==> src/hdl/swinging_door_compressor_defines.svh <==
// ---------------------------------------------------------------------------
// Swinging door compressor assertion macros
// Shared concurrent assertion forms for the compressor RTL.
// ---------------------------------------------------------------------------
`ifndef SWINGING_DOOR_COMPRESSOR_DEFINES_SVH
`define SWINGING_DOOR_COMPRESSOR_DEFINES_SVH

// The consequent must hold in the same cycle as the antecedent.
`define SDC_ASSERT_SAME(label, clk, rst, ante, cons, msg) \
   label: assert property (@(posedge clk) disable iff (rst) (ante) |-> (cons)) \
      else $error(msg);

// The consequent must hold in the cycle after the antecedent.
`define SDC_ASSERT_NEXT(label, clk, rst, ante, cons, msg) \
   label: assert property (@(posedge clk) disable iff (rst) (ante) |=> (cons)) \
      else $error(msg);

`endif

==> src/hdl/sdc_pkg.sv <==
// ---------------------------------------------------------------------------
// Swinging door compressor package
// Widths, register indexes and reset values shared by the compressor files.
// ---------------------------------------------------------------------------
package sdc_pkg;

   localparam int VALUE_BITS_DEFAULT = 32;
   localparam int TIME_BITS_DEFAULT  = 48;

   localparam int SLOPE_BITS    = 64;
   localparam int FRAC_BITS     = 32;
   localparam int DEV_BITS      = 31;
   localparam int INTERVAL_BITS = 32;

   localparam int CSR_INDEX_BITS = 2;
   localparam int CSR_DATA_BITS  = 32;

   localparam logic [CSR_INDEX_BITS-1:0] CSR_DOOR_DEVIATION     = 2'd0;
   localparam logic [CSR_INDEX_BITS-1:0] CSR_MIN_STORE_INTERVAL = 2'd1;
   localparam logic [CSR_INDEX_BITS-1:0] CSR_MAX_STORE_INTERVAL = 2'd2;

   localparam logic [DEV_BITS-1:0]      DEV_RESET = 31'd32768;
   localparam logic [INTERVAL_BITS-1:0] MIN_RESET = 32'd0;
   localparam logic [INTERVAL_BITS-1:0] MAX_RESET = 32'd28800000;

   localparam logic signed [SLOPE_BITS-1:0] SLOPE_MAX = {1'b0, {(SLOPE_BITS-1){1'b1}}};
   localparam logic signed [SLOPE_BITS-1:0] SLOPE_MIN = {1'b1, {(SLOPE_BITS-1){1'b0}}};

endpackage

==> src/hdl/sdc_divider.sv <==
// ---------------------------------------------------------------------------
// Swinging door slope divider
// Bit-serial restoring divider that forms trunc(diff * 2^32 / dt) with
// saturation to the signed 64-bit range, one quotient bit per cycle.
// ---------------------------------------------------------------------------
module sdc_divider #(
   parameter int DIFF_BITS = 34,
   parameter int TIME_BITS = 48
) (
   input  logic                                 clock,
   input  logic                                 reset,
   input  logic                                 start,
   input  logic signed [DIFF_BITS-1:0]          diff,
   input  logic        [TIME_BITS-1:0]          divisor,
   output logic                                 done,
   output logic signed [sdc_pkg::SLOPE_BITS-1:0] slope
);
   import sdc_pkg::*;

   localparam int ITERS    = DIFF_BITS + FRAC_BITS;
   localparam int CNT_BITS = $clog2(ITERS + 1);

   logic                         busy_ff;
   logic                         done_ff;
   logic [CNT_BITS-1:0]          cnt_ff;
   logic                         neg_ff;
   logic [DIFF_BITS-1:0]         dividend_ff;
   logic [TIME_BITS-1:0]         divisor_ff;
   logic [TIME_BITS:0]           rem_ff;
   logic [SLOPE_BITS-1:0]        quot_ff;
   logic                         ovf_ff;
   logic signed [SLOPE_BITS-1:0] slope_ff;

   logic [DIFF_BITS-1:0]         magnitude;
   logic [TIME_BITS:0]           rem_shift;
   logic                         take;
   logic [TIME_BITS:0]           rem_in;
   logic                         sat;
   logic signed [SLOPE_BITS-1:0] slope_in;

   assign magnitude = diff[DIFF_BITS-1] ? (~diff + DIFF_BITS'(1)) : diff;
   assign rem_shift = {rem_ff[TIME_BITS-1:0], dividend_ff[DIFF_BITS-1]};
   assign take      = rem_shift >= {1'b0, divisor_ff};
   assign rem_in    = take ? (rem_shift - {1'b0, divisor_ff}) : rem_shift;

   assign sat = ovf_ff | quot_ff[SLOPE_BITS-1];

   always_comb begin
      if (neg_ff) begin
         slope_in = sat ? SLOPE_MIN : -$signed(quot_ff);
      end else begin
         slope_in = sat ? SLOPE_MAX : $signed(quot_ff);
      end
   end

   always_ff @(posedge clock) begin
      if (reset) begin
         busy_ff <= 1'b0;
         done_ff <= 1'b0;
         cnt_ff  <= '0;
      end else begin
         done_ff <= 1'b0;
         if (start) begin
            busy_ff <= 1'b1;
            cnt_ff  <= CNT_BITS'(ITERS);
         end else if (busy_ff) begin
            if (cnt_ff != '0) begin
               cnt_ff <= cnt_ff - CNT_BITS'(1);
            end else begin
               busy_ff <= 1'b0;
               done_ff <= 1'b1;
            end
         end
      end
   end

   always_ff @(posedge clock) begin
      if (start) begin
         neg_ff      <= diff[DIFF_BITS-1];
         dividend_ff <= magnitude;
         divisor_ff  <= divisor;
         rem_ff      <= '0;
         quot_ff     <= '0;
         ovf_ff      <= 1'b0;
      end else if (busy_ff) begin
         if (cnt_ff != '0) begin
            dividend_ff <= {dividend_ff[DIFF_BITS-2:0], 1'b0};
            rem_ff      <= rem_in;
            ovf_ff      <= ovf_ff | quot_ff[SLOPE_BITS-1];
            quot_ff     <= {quot_ff[SLOPE_BITS-2:0], take};
         end else begin
            slope_ff <= slope_in;
         end
      end
   end

   assign done  = done_ff;
   assign slope = slope_ff;

endmodule

==> src/hdl/swinging_door_compressor.sv <==
// Each accepted sample first passes the check step; the first sample after reset is then
// offered as a stored point by the first-sample step, a sample whose time does not advance
// is ignored, and any other sample runs the bit-serial slope dividers and the decide step,
// which stores points and, when a pivot store reopens the doors, runs the dividers again.
// One sample is taken at a time, only in the idle state, and a full queue adds stalls.
// Reset clears the trend state and the result queue and loads the register defaults.
// ---------------------------------------------------------------------------
// Swinging door compressor
// Swinging door trending over timestamped Q16.16 samples, emitting the points to
// archive through a two-entry result queue.
// ---------------------------------------------------------------------------
`include "swinging_door_compressor_defines.svh"

module swinging_door_compressor #(
   parameter int VALUE_BITS = sdc_pkg::VALUE_BITS_DEFAULT,
   parameter int TIME_BITS  = sdc_pkg::TIME_BITS_DEFAULT
) (
   input  logic                                  clock,
   input  logic                                  reset,
   input  logic                                  req_tvalid,
   output logic                                  req_tready,
   // sample_value, sample_time
   input  logic [((VALUE_BITS+TIME_BITS+7)/8)*8-1:0] req_tdata,
   // force_store
   input  logic                                  req_tuser,
   output logic                                  rsp_tvalid,
   input  logic                                  rsp_tready,
   // point_value, point_time
   output logic [((VALUE_BITS+TIME_BITS+7)/8)*8-1:0] rsp_tdata,
   output logic                                  rsp_tlast,
   input  logic                                  csr_valid,
   output logic                                  csr_ready,
   input  logic [sdc_pkg::CSR_INDEX_BITS-1:0]    csr_index,
   input  logic [sdc_pkg::CSR_DATA_BITS-1:0]     csr_data
);
   import sdc_pkg::*;

   localparam int TDATA_BITS = ((VALUE_BITS + TIME_BITS + 7) / 8) * 8;
   localparam int DIFF_BITS  = ((VALUE_BITS > DEV_BITS) ? VALUE_BITS : DEV_BITS) + 2;

   localparam logic [2:0] S_IDLE   = 3'd0;
   localparam logic [2:0] S_CHECK  = 3'd1;
   localparam logic [2:0] S_FIRST  = 3'd2;
   localparam logic [2:0] S_DIV1   = 3'd3;
   localparam logic [2:0] S_DECIDE = 3'd4;
   localparam logic [2:0] S_DIV2   = 3'd5;

   logic [2:0]                   state_ff, state_in;
   logic                         started_ff;
   logic [DEV_BITS-1:0]          dev_ff;
   logic [INTERVAL_BITS-1:0]     min_ff;
   logic [INTERVAL_BITS-1:0]     max_ff;

   logic signed [VALUE_BITS-1:0] samp_value_ff;
   logic [TIME_BITS-1:0]         samp_time_ff;
   logic                         samp_force_ff;
   logic signed [VALUE_BITS-1:0] anchor_value_ff;
   logic [TIME_BITS-1:0]         anchor_time_ff;
   logic signed [VALUE_BITS-1:0] pivot_value_ff;
   logic [TIME_BITS-1:0]         pivot_time_ff;
   logic signed [SLOPE_BITS-1:0] upper_ff;
   logic signed [SLOPE_BITS-1:0] lower_ff;
   logic [TIME_BITS-1:0]         dt_ff;
   logic                         max_hit_ff;
   logic                         force_ff;

   logic [VALUE_BITS-1:0]        fifo_value_ff [2];
   logic [TIME_BITS-1:0]         fifo_time_ff  [2];
   logic                         fifo_last_ff  [2];
   logic [VALUE_BITS-1:0]        fifo_value_in [2];
   logic [TIME_BITS-1:0]         fifo_time_in  [2];
   logic                         fifo_last_in  [2];
   logic [1:0]                   count_ff, count_in;

   logic                         req_fire;
   logic                         pop;
   logic [1:0]                   base;
   logic [TIME_BITS-1:0]         dt_now;
   logic                         max_hit_now;
   logic                         advancing;
   logic                         closed;
   logic                         store_hit;
   logic                         too_soon;
   logic                         two;
   logic [1:0]                   push_cnt;
   logic                         room;
   logic                         commit;
   logic                         reopen;
   logic                         first_push;
   logic [1:0]                   push_n;
   logic [VALUE_BITS-1:0]        p0_value;
   logic [TIME_BITS-1:0]         p0_time;
   logic                         p0_last;

   logic signed [DIFF_BITS-1:0]  v_ext;
   logic signed [DIFF_BITS-1:0]  a_ext;
   logic signed [DIFF_BITS-1:0]  dev_ext;
   logic signed [DIFF_BITS-1:0]  diff_upper;
   logic signed [DIFF_BITS-1:0]  diff_lower;
   logic [TIME_BITS-1:0]         div_divisor;
   logic                         div_start;
   logic                         div_u_done;
   logic                         div_l_done;
   logic signed [SLOPE_BITS-1:0] slope_u;
   logic signed [SLOPE_BITS-1:0] slope_l;

   assign req_tready = (state_ff == S_IDLE);
   assign req_fire   = req_tvalid & req_tready;
   assign csr_ready  = 1'b1;

   assign rsp_tvalid = (count_ff != 2'd0);
   assign rsp_tdata  = TDATA_BITS'({fifo_time_ff[0], fifo_value_ff[0]});
   assign rsp_tlast  = fifo_last_ff[0];
   assign pop        = rsp_tvalid & rsp_tready;

   assign dt_now      = samp_time_ff - anchor_time_ff;
   assign max_hit_now = (max_ff != '0) && (dt_now >= TIME_BITS'(max_ff));
   assign advancing   = samp_time_ff > anchor_time_ff;

   assign closed    = upper_ff < lower_ff;
   assign store_hit = closed | max_hit_ff | force_ff;
   assign too_soon  = dt_ff < TIME_BITS'(min_ff);
   assign two       = force_ff && (pivot_time_ff != samp_time_ff);
   assign push_cnt  = two ? 2'd2 : 2'd1;
   assign room      = ({1'b0, count_ff} + {1'b0, push_cnt}) <= 3'd2;
   assign commit    = (state_ff == S_DECIDE) && store_hit && !too_soon && room;
   assign reopen    = !two && (samp_time_ff > pivot_time_ff);
   assign first_push = (state_ff == S_FIRST) && (count_ff != 2'd2);

   assign v_ext   = DIFF_BITS'(samp_value_ff);
   assign a_ext   = (state_ff == S_DECIDE) ? DIFF_BITS'(pivot_value_ff)
                                           : DIFF_BITS'(anchor_value_ff);
   assign dev_ext = DIFF_BITS'(dev_ff);
   assign diff_upper = v_ext - (a_ext + dev_ext);
   assign diff_lower = v_ext - (a_ext - dev_ext);
   assign div_divisor = (state_ff == S_DECIDE) ? (samp_time_ff - pivot_time_ff) : dt_now;
   assign div_start = ((state_ff == S_CHECK) && started_ff && advancing) || (commit && reopen);

   sdc_divider #(
      .DIFF_BITS (DIFF_BITS),
      .TIME_BITS (TIME_BITS)
   ) u_div_upper (
      .clock   (clock),
      .reset   (reset),
      .start   (div_start),
      .diff    (diff_upper),
      .divisor (div_divisor),
      .done    (div_u_done),
      .slope   (slope_u)
   );

   sdc_divider #(
      .DIFF_BITS (DIFF_BITS),
      .TIME_BITS (TIME_BITS)
   ) u_div_lower (
      .clock   (clock),
      .reset   (reset),
      .start   (div_start),
      .diff    (diff_lower),
      .divisor (div_divisor),
      .done    (div_l_done),
      .slope   (slope_l)
   );

   always_comb begin
      state_in = state_ff;
      case (state_ff)
         S_IDLE: begin
            if (req_fire) state_in = S_CHECK;
         end
         S_CHECK: begin
            if (!started_ff) state_in = S_FIRST;
            else if (!advancing) state_in = S_IDLE;
            else state_in = S_DIV1;
         end
         S_FIRST: begin
            if (first_push) state_in = S_IDLE;
         end
         S_DIV1: begin
            if (div_u_done) state_in = S_DECIDE;
         end
         S_DECIDE: begin
            if (!store_hit || too_soon) state_in = S_IDLE;
            else if (room) state_in = reopen ? S_DIV2 : S_IDLE;
         end
         S_DIV2: begin
            if (div_u_done) state_in = S_IDLE;
         end
         default: state_in = S_IDLE;
      endcase
   end

   always_comb begin
      if (state_ff == S_FIRST) begin
         p0_value = samp_value_ff;
         p0_time  = samp_time_ff;
         p0_last  = 1'b1;
      end else begin
         p0_value = pivot_value_ff;
         p0_time  = pivot_time_ff;
         p0_last  = !two;
      end
      if (first_push) push_n = 2'd1;
      else if (commit) push_n = push_cnt;
      else push_n = 2'd0;
      base = count_ff - {1'b0, pop};
      fifo_value_in = fifo_value_ff;
      fifo_time_in  = fifo_time_ff;
      fifo_last_in  = fifo_last_ff;
      if (pop) begin
         fifo_value_in[0] = fifo_value_ff[1];
         fifo_time_in[0]  = fifo_time_ff[1];
         fifo_last_in[0]  = fifo_last_ff[1];
      end
      if (push_n != 2'd0) begin
         fifo_value_in[base[0]] = p0_value;
         fifo_time_in[base[0]]  = p0_time;
         fifo_last_in[base[0]]  = p0_last;
      end
      if (push_n == 2'd2) begin
         fifo_value_in[1] = samp_value_ff;
         fifo_time_in[1]  = samp_time_ff;
         fifo_last_in[1]  = 1'b1;
      end
      count_in = base + push_n;
   end

   always_ff @(posedge clock) begin
      if (reset) begin
         state_ff   <= S_IDLE;
         started_ff <= 1'b0;
         count_ff   <= 2'd0;
         dev_ff     <= DEV_RESET;
         min_ff     <= MIN_RESET;
         max_ff     <= MAX_RESET;
      end else begin
         state_ff <= state_in;
         count_ff <= count_in;
         if (first_push) started_ff <= 1'b1;
         if (csr_valid) begin
            case (csr_index)
               CSR_DOOR_DEVIATION:     dev_ff <= csr_data[DEV_BITS-1:0];
               CSR_MIN_STORE_INTERVAL: min_ff <= csr_data[INTERVAL_BITS-1:0];
               CSR_MAX_STORE_INTERVAL: max_ff <= csr_data[INTERVAL_BITS-1:0];
               default: ;
            endcase
         end
      end
   end

   always_ff @(posedge clock) begin
      fifo_value_ff <= fifo_value_in;
      fifo_time_ff  <= fifo_time_in;
      fifo_last_ff  <= fifo_last_in;
      if (req_fire) begin
         samp_value_ff <= req_tdata[VALUE_BITS-1:0];
         samp_time_ff  <= req_tdata[VALUE_BITS +: TIME_BITS];
         samp_force_ff <= req_tuser;
      end
      if ((state_ff == S_CHECK) && started_ff && advancing) begin
         dt_ff      <= dt_now;
         max_hit_ff <= max_hit_now;
         force_ff   <= samp_force_ff | ((dev_ff != '0) & max_hit_now);
      end
      if (first_push) begin
         anchor_value_ff <= samp_value_ff;
         anchor_time_ff  <= samp_time_ff;
         pivot_value_ff  <= samp_value_ff;
         pivot_time_ff   <= samp_time_ff;
         upper_ff        <= SLOPE_MAX;
         lower_ff        <= SLOPE_MIN;
      end
      if ((state_ff == S_DIV1) && div_u_done) begin
         if (slope_u < upper_ff) upper_ff <= slope_u;
         if (slope_l > lower_ff) lower_ff <= slope_l;
      end
      if ((state_ff == S_DECIDE) && !store_hit) begin
         pivot_value_ff <= samp_value_ff;
         pivot_time_ff  <= samp_time_ff;
      end
      if (commit) begin
         upper_ff       <= SLOPE_MAX;
         lower_ff       <= SLOPE_MIN;
         pivot_value_ff <= samp_value_ff;
         pivot_time_ff  <= samp_time_ff;
         if (two) begin
            anchor_value_ff <= samp_value_ff;
            anchor_time_ff  <= samp_time_ff;
         end else begin
            anchor_value_ff <= pivot_value_ff;
            anchor_time_ff  <= pivot_time_ff;
         end
      end
      if ((state_ff == S_DIV2) && div_u_done) begin
         upper_ff <= slope_u;
         lower_ff <= slope_l;
      end
   end

   `SDC_ASSERT_SAME(a_queue_bound, clock, reset, 1'b1, count_ff <= 2'd2,
      "result queue holds more than two points")
   `SDC_ASSERT_NEXT(a_accept_check, clock, reset, req_fire, state_ff == S_CHECK,
      "accepted sample did not move to the check step")
   `SDC_ASSERT_SAME(a_div_lockstep, clock, reset, 1'b1, div_u_done == div_l_done,
      "slope dividers finished in different cycles")
   `SDC_ASSERT_SAME(a_div_started, clock, reset,
      (state_ff == S_DIV1) || (state_ff == S_DIV2), started_ff,
      "slope division runs before the first sample was stored")

endmodule

==> config.mk <==
export PLATFORM = sky130hd
export DESIGN_NAME = swinging_door_compressor
export DESIGN_NICKNAME = d
export VERILOG_FILES = /design/src/hdl/sdc_pkg.sv /design/src/hdl/sdc_divider.sv /design/src/hdl/swinging_door_compressor.sv
export VERILOG_INCLUDE_DIRS = /design/src /design/src/hdl
export SDC_FILE = /design/constraint.sdc
export NUM_CORES = 2
export LEC_CHECK = 0
export ABC_CLOCK_PERIOD_IN_PS = 13600
export BUFFER_PORTS_ARGS = -buffer_cell sky130_fd_sc_hd__buf_2
export CORE_ASPECT_RATIO = 1.2
export CORE_MARGIN = 2
export CORE_UTILIZATION = 25
export CTS_CLUSTER_DIAMETER = 150
export DETAILED_ROUTE_END_ITERATION = 16
export PLACE_DENSITY = 0.43
export SLEW_MARGIN = 20
export SYNTH_ARGS = -nofsm -noshare
export SYNTH_HDL_FRONTEND = slang
export SYNTH_SLANG_ARGS = --single-unit
==> constraint.sdc <==
create_clock -name clock -period 13.6 [get_ports clock]
set_input_delay 2.04 -clock clock [delete_from_list [all_inputs] [get_ports clock]]
set_output_delay 2.04 -clock clock [all_outputs]
set_load 0.02 [all_outputs]
* After elaboration in Yosys (flattened, before gate mapping) *
Index checks and enable logic that the tools add are counted.

storage, ports and cells
  input port bits = 120
  word-level logic and storage cells = 233
  flip-flop bits (word level) = 1171

operators by class
  reduce and logical (&&, ||, !) cells = 46
  mux-type cells = 84
  equality and inequality tests = 15
  order comparisons = 12
  bitwise operators = 15
  add/sub/neg operators = 17

operator list
  operator                                                         number
  64-bit 2-to-1 mux                                                17
  48-bit 2-to-1 mux                                                12
  34-bit 2-to-1 mux                                                9
  32-bit 2-to-1 mux                                                9
  48-bit subtractor                                                4
  64-bit less-than comparator                                      2
  64-bit negation                                                  2
  49-bit by 48-bit greater-or-equal comparator with 1-bit output   2
  96-bit bitwise mux                                               1
  48-bit greater-than comparator                                   2
  96-bit 2-to-1 mux                                                1
  34-bit by 2-bit adder with 34-bit output, second input constant  2
  34-bit inverter                                                  2
  32-bit by 34-bit subtractor with 34-bit output                   2
  64-bit bitwise mux                                               1
  64-bit greater-than comparator                                   1
  48-bit demux with 1-bit select                                   1
  48-bit by 32-bit greater-or-equal comparator with 1-bit output   1
  48-bit by 32-bit less-than comparator with 1-bit output          1
  48-bit inequality test                                           1
  7-bit 2-to-1 mux                                                 6
  34-bit by 32-bit adder with 34-bit output                        1
  34-bit by 32-bit subtractor with 34-bit output                   1
  32-bit demux with 1-bit select                                   1
  40 further kinds                                                 107

* Longest topological paths before layout *
  depth after elaboration = 11
  mapped depth = 26

* Hierarchy *
A second synthesis with hierarchy kept.

second synthesis, totals
  cells, all modules = 7545
  area total of the unflattened synthesis = 72301.8 µm²

modules (own cells, without submodules)
  module                     cells each  seq. area each (µm²)  area each (µm²)  instances
  swinging_door_compressor   4437        17366.7               43165.1          1
  sdc_divider (u_div_lower)  1592        6856.6                14752.9          1
  sdc_divider (u_div_upper)  1516        6856.6                14383.8          1

* Worst setup path before layout *
Ideal clock, no wire load.

  path kind = reg2reg
  from = register samp_time_ff[39]
  to = register fifo_last_ff[0] in the netlist's numbering
  stages on the path, launching flop included = 19
  data required time = 13.506 ns
  period minus slack after synthesis = 9.737 ns
  path slack = 3.863 ns
  path buffers = 2
  library setup time = 0.094 ns
  arrival time = 9.643 ns
  cell sequence = edfxtp_1 -> ha_1 -> clkbuf_1 -> nand2_1 -> nor2_1 -> and4_1 -> and3_1 -> and4_1 -> nand2b_1 -> ha_1 -> inv_1 -> fa_1 -> inv_1 -> a21boi_0 -> and4_1 -> nor2_1 -> clkbuf_1 -> o21ai_0 -> or2_2

between the ends
  word-level cells in the longest chain between the ends = 9
  elaborated cells between the ends (all ways) = 13
  those cells by class = add/sub (1); order compare (1); eq/ne (2); mux (5); reduce/logical (4)

RTL lines
  what                                                              line                                                              source
  start: declaration                                                swinging_door_compressor.sv:55                                    logic [TIME_BITS-1:0] samp_time_ff;
  start signal: assignment                                          swinging_door_compressor.sv:257                                   samp_time_ff <= req_tdata[VALUE_BITS +: TIME_BITS];
  48-bit inequality test *                                          swinging_door_compressor.sv:123                                   assign two = force_ff && (pivot_time_ff != samp_time_ff);
  1-bit logical AND *                                               swinging_door_compressor.sv:123
  2-bit 2-to-1 mux                                                  swinging_door_compressor.sv:124                                   assign push_cnt = two ? 2'd2 : 2'd1;
  2-bit by 2-bit adder with 3-bit output                            swinging_door_compressor.sv:125                                   assign room = ({1'b0, count_ff} + {1'b0, push_cnt}) <= 3'd2;
  3-bit by 2-bit <= comparator with 1-bit output                    swinging_door_compressor.sv:125
  1-bit logical AND                                                 swinging_door_compressor.sv:126                                   assign commit = (state_ff == S_DECIDE) && store_hit && !too_soon && room;
  2-bit 2-to-1 mux                                                  swinging_door_compressor.sv:204                                   else if (commit) push_n = push_cnt;
  2-bit 2-to-1 mux                                                  swinging_door_compressor.sv:203                                   if (first_push) push_n = 2'd1;
  2-bit equality test / 2-bit nonzero test (equally long branches)  swinging_door_compressor.sv:220, swinging_door_compressor.sv:215
  end signal: assignment                                            swinging_door_compressor.sv:254                                   fifo_last_ff <= fifo_last_in;
  end: declaration                                                  swinging_door_compressor.sv:69                                    logic fifo_last_ff [2];

Every way passes the cells marked *; elsewhere a longest branch is shown, timed or not.
A chain may end at the register's enable or synchronous reset.

==> flow_summary.yaml <==
clock_tree:
  cts_tree: "built"
  clk_latency_ns: 0.83
  cts_root_buf: "clkbuf_16"
  htreeDepth: 4
  clock_sinks: 1171
  ctsHoldBuffers: 0
  clkSlewWorstSetupHoldPaths_ns: 0.07
  cts-resized-gates: 0
  postCtsSetupBuffers: 0
  cts_buffers: 149
  cts_buffer_depth: 4
timing:
  worstMarginPinSlew_ns: 1.11
  hold_violations: 0
  drv_slew: 0
  period_share_pct: 51.8
  fin_worst_skew_ns: 0.0984
  fmax_mhz: 142
  fin_setup_tns_ns: 0
  rsz0062_at_grt: "false"
  slew_headroom_pct: 26.1
  setup_violations: 0
  fin_crit_ns: 7.04
power_and_ir_drop:
  ir_worst_vdd_uv: 146
  netSwitchingFraction_pct: 40.0
  powerDensity_nw_per_um2: 181
  p_switching_mw: 5.86
  p_comb_share_pct: 41.1
  power_frac_seq_pct: 31.8
  p_int_mw: 8.77
  clkPwrFrac_pct: 27.1
  power.leakage_nw: 32.3
synthesis:
  syn_inst: 8036
  ys_types: 111
  async_flop_share_pct: 0
  synth_edf_count: 617
  avgSynthCellArea_sq_um: 8.94
  netlist_area_sq_um: 71800
  ys.flop_type: "edfxtp_1"
  ys_warn_count: 0
  synth_nets: 8750
  synth-seq-cells: 1171
  yosysSeqAreaShare_pct: 41.2
finish:
  final_cell_mix: "1245 x nand2_1, 764 x a21oi_1, 649 x inv_1"
  fin_nets: 8692
  layoutNonFillerInstCount: 11900
  area_growth_syn_to_layout_pct: 12.5
  layout-drive-gt1-share_pct: 8.64
  final_common_cell: "nand2_1"
worst_setup_path:
  cp-end-kind: "flop"
  worstReg2RegEnd: "rsp_tdata[17]$_DFF_P_"
  setup.worst_path.start_class: "flop"
  critPathTopFamily: "simple AND/OR/NAND/NOR gates"
  cp.required_ns: 14.32
  path_cells: "ha_1 -> nand4_1 -> or3_1 -> nor4_1 -> and4_1 -> nand2b_1 -> ha_1 -> inv_1 -> fa_1 -> inv_1 -> a21boi_0 -> and4_1 -> nor2_4 -> buf_4 -> inv_4 -> nand2_4 -> buf_4 -> buf_4 -> a211oi_1 -> a31oi_1"
  crit_fanout: 68
  r2r_cells: 20
  reg2reg_slack_ns: 6.56
  cp_data_arrival_time_ns: 7.76
  path_buf_inv: 6
  critPathKind: "flop to flop"
  path_common_cell: "buf_4"
  slowest_stage: "buf_4"
  crit_start: "samp_time_ff[22]$_DFFE_PP_"
  path_depth: 20
  slowest_delay_ns: 0.63
  rr_startpoint: "samp_time_ff[22]$_DFFE_PP_"
die:
  start_util_pct: 25.1
  coreArea_sq_um: 286000
  row_count: 215
  die-area_sq_um: 292000
  boundaryPins: 204
  dieWidth_um: 493
  die_y_um: 591
global_routing:
  grt_pass1_vias: 57000
  grtUsageTotal_pct: 15.2
  antenna_found_initial: 12
  grt_pass1_wl_mm: 346
  grt-ovfl-total: 0
  grt_max_degree: 169
place:
  hpwl_mm: 170
  dp_cells: 11600
  portBuffers: 202
  routabilityCongestion: 0.871
min_path:
  hold_path_startpoint: "u_div_lower.quot_ff[37]$_SDFFE_PN0P_"
  hp-class: "flop to flop"
  hold_path_end: "u_div_lower.quot_ff[38]$_SDFFE_PN0P_"
  holdPathStages: 2
drt:
  vias_per_cell: 4.85
  wirelength_mm: 228
  ant_nets: 0
  wl_per_cell_um: 19.2
  first_pass_iters: 6
  drc_errors: 0
  vias: 57600
  first_iter_violations: 3928
job:
  cap_violations: 0
status:
  status: "completed"
-- worst max path at each step --
stage | to | slack [ns]
detailed placement | rsp_tdata[65]$_DFF_P_ | 6.54
global route | rsp_tdata[28]$_DFF_P_ | 5.94
CTS | rsp_tdata[17]$_DFF_P_ | 6.47
finish | rsp_tdata[17]$_DFF_P_ | 6.56
floorplan | fifo_last_ff[0]$_SDFFE_PP1P_ | 3.86
global placement | rsp_tdata[20]$_DFF_P_ | 6.59
-- worst reg2reg max path: stages (launching register included) --
cell      delay (ns)
edfxtp_1        0.48
ha_1            0.44
nand4_1         0.22
or3_1           0.44
nor4_1          0.46
and4_1          0.48
nand2b_1        0.32
ha_1            0.21
inv_1           0.05
fa_1            0.42
inv_1           0.07
a21boi_0        0.08
and4_1          0.26
nor2_4          0.13
buf_4           0.63
inv_4           0.49
nand2_4         0.26
buf_4           0.46
buf_4           0.65
a211oi_1        0.20
a31oi_1         0.18
-- state kept, by name, summed over array words and instances (netlist names), 64 cells and up --
signal / count
u_div_upper.slope: 64
u_div_lower.slope: 64
lower_ff: 64
u_div_upper.quot_ff: 64
u_div_lower.quot_ff: 64
upper_ff: 64
rsp_tdata: 80
-- synthesized netlist by cell type, drive strengths merged, types with 104 or more instances --
library cell / number / area, sq um
nand2: 1251 / 4700
a21oi: 768 / 3850
inv: 653 / 2450
edfxtp: 617 / 18500
nor2: 563 / 2110
dfxtp: 554 / 11100
ha: 527 / 6590
o21ai: 383 / 1920
clkbuf: 352 / 1350
xor2: 209 / 1830
xnor2: 181 / 1590
a21o: 171 / 1280
a31oi: 132 / 826
buf: 121 / 830
mux2: 117 / 1320
a211oi: 109 / 833
nand3: 108 / 551
nand4: 104 / 651
-- power groups by stage --
stage	sequential [mW]	combinational [mW]	clock [mW]
6_report	4.65	6.02	3.97
5_1_grt	4.70	6.65	4.22
4_1_cts	4.64	6.02	4.11
3_5_place_dp	4.71	5.98	0
3_3_place_gp	4.71	5.97	0
2_1_floorplan	4.58	4.41	0
-- layer usage --
layer / vias up / routed length (um) / track usage, %
met2: 1269 / 109000 / 26.0
li1: 28100 / - / -
met5: - / 118 / 0
met4: 20 / 7380 / 5.17
met3: 345 / 9940 / 2.07
met1: 27900 / 102000 / 19.4
-- kinds of logic after synthesis --
family                     share of synthesized area (%)
adders and majority gates                           11.0
xor gates and xnor gates                            4.76
buffers and inverters                               6.46
other                                            0.00522
DFF                                                 41.2
muxes                                               2.99
and+or+nand+nor                                     15.4
AOI/OAI and AO/OA                                   18.1
-- per-stage QoR --
step	setup slack [ns]	hold WS [ns]	instance area [sq um]	total power [mW]	utilization, %
after CTS	6.47	0.445	80800	14.8	28.3
after global placement	6.59	0.434	76000	10.7	26.6
after floorplan	3.86	0.417	71800	8.99	-
after detailed placement	6.54	0.433	76000	10.7	26.6
final	6.56	0.442	80800	14.6	28.3
after global routing	5.94	0.474	80800	15.6	28.3
-- area by class of cell --
type / instances / area, sq um
tap: 3797 / 4750
inverter: 654 / 2460
fill: 30400 / 205000
sequential: 1171 / 29600
clock inverter: 63 / 702
multi-input combinational: 5737 / 37700
antenna: 1 / 2.50
timing repair buffer: 265 / 1500
clock buffer: 199 / 4050
Power figures use the tool's default switching activity.
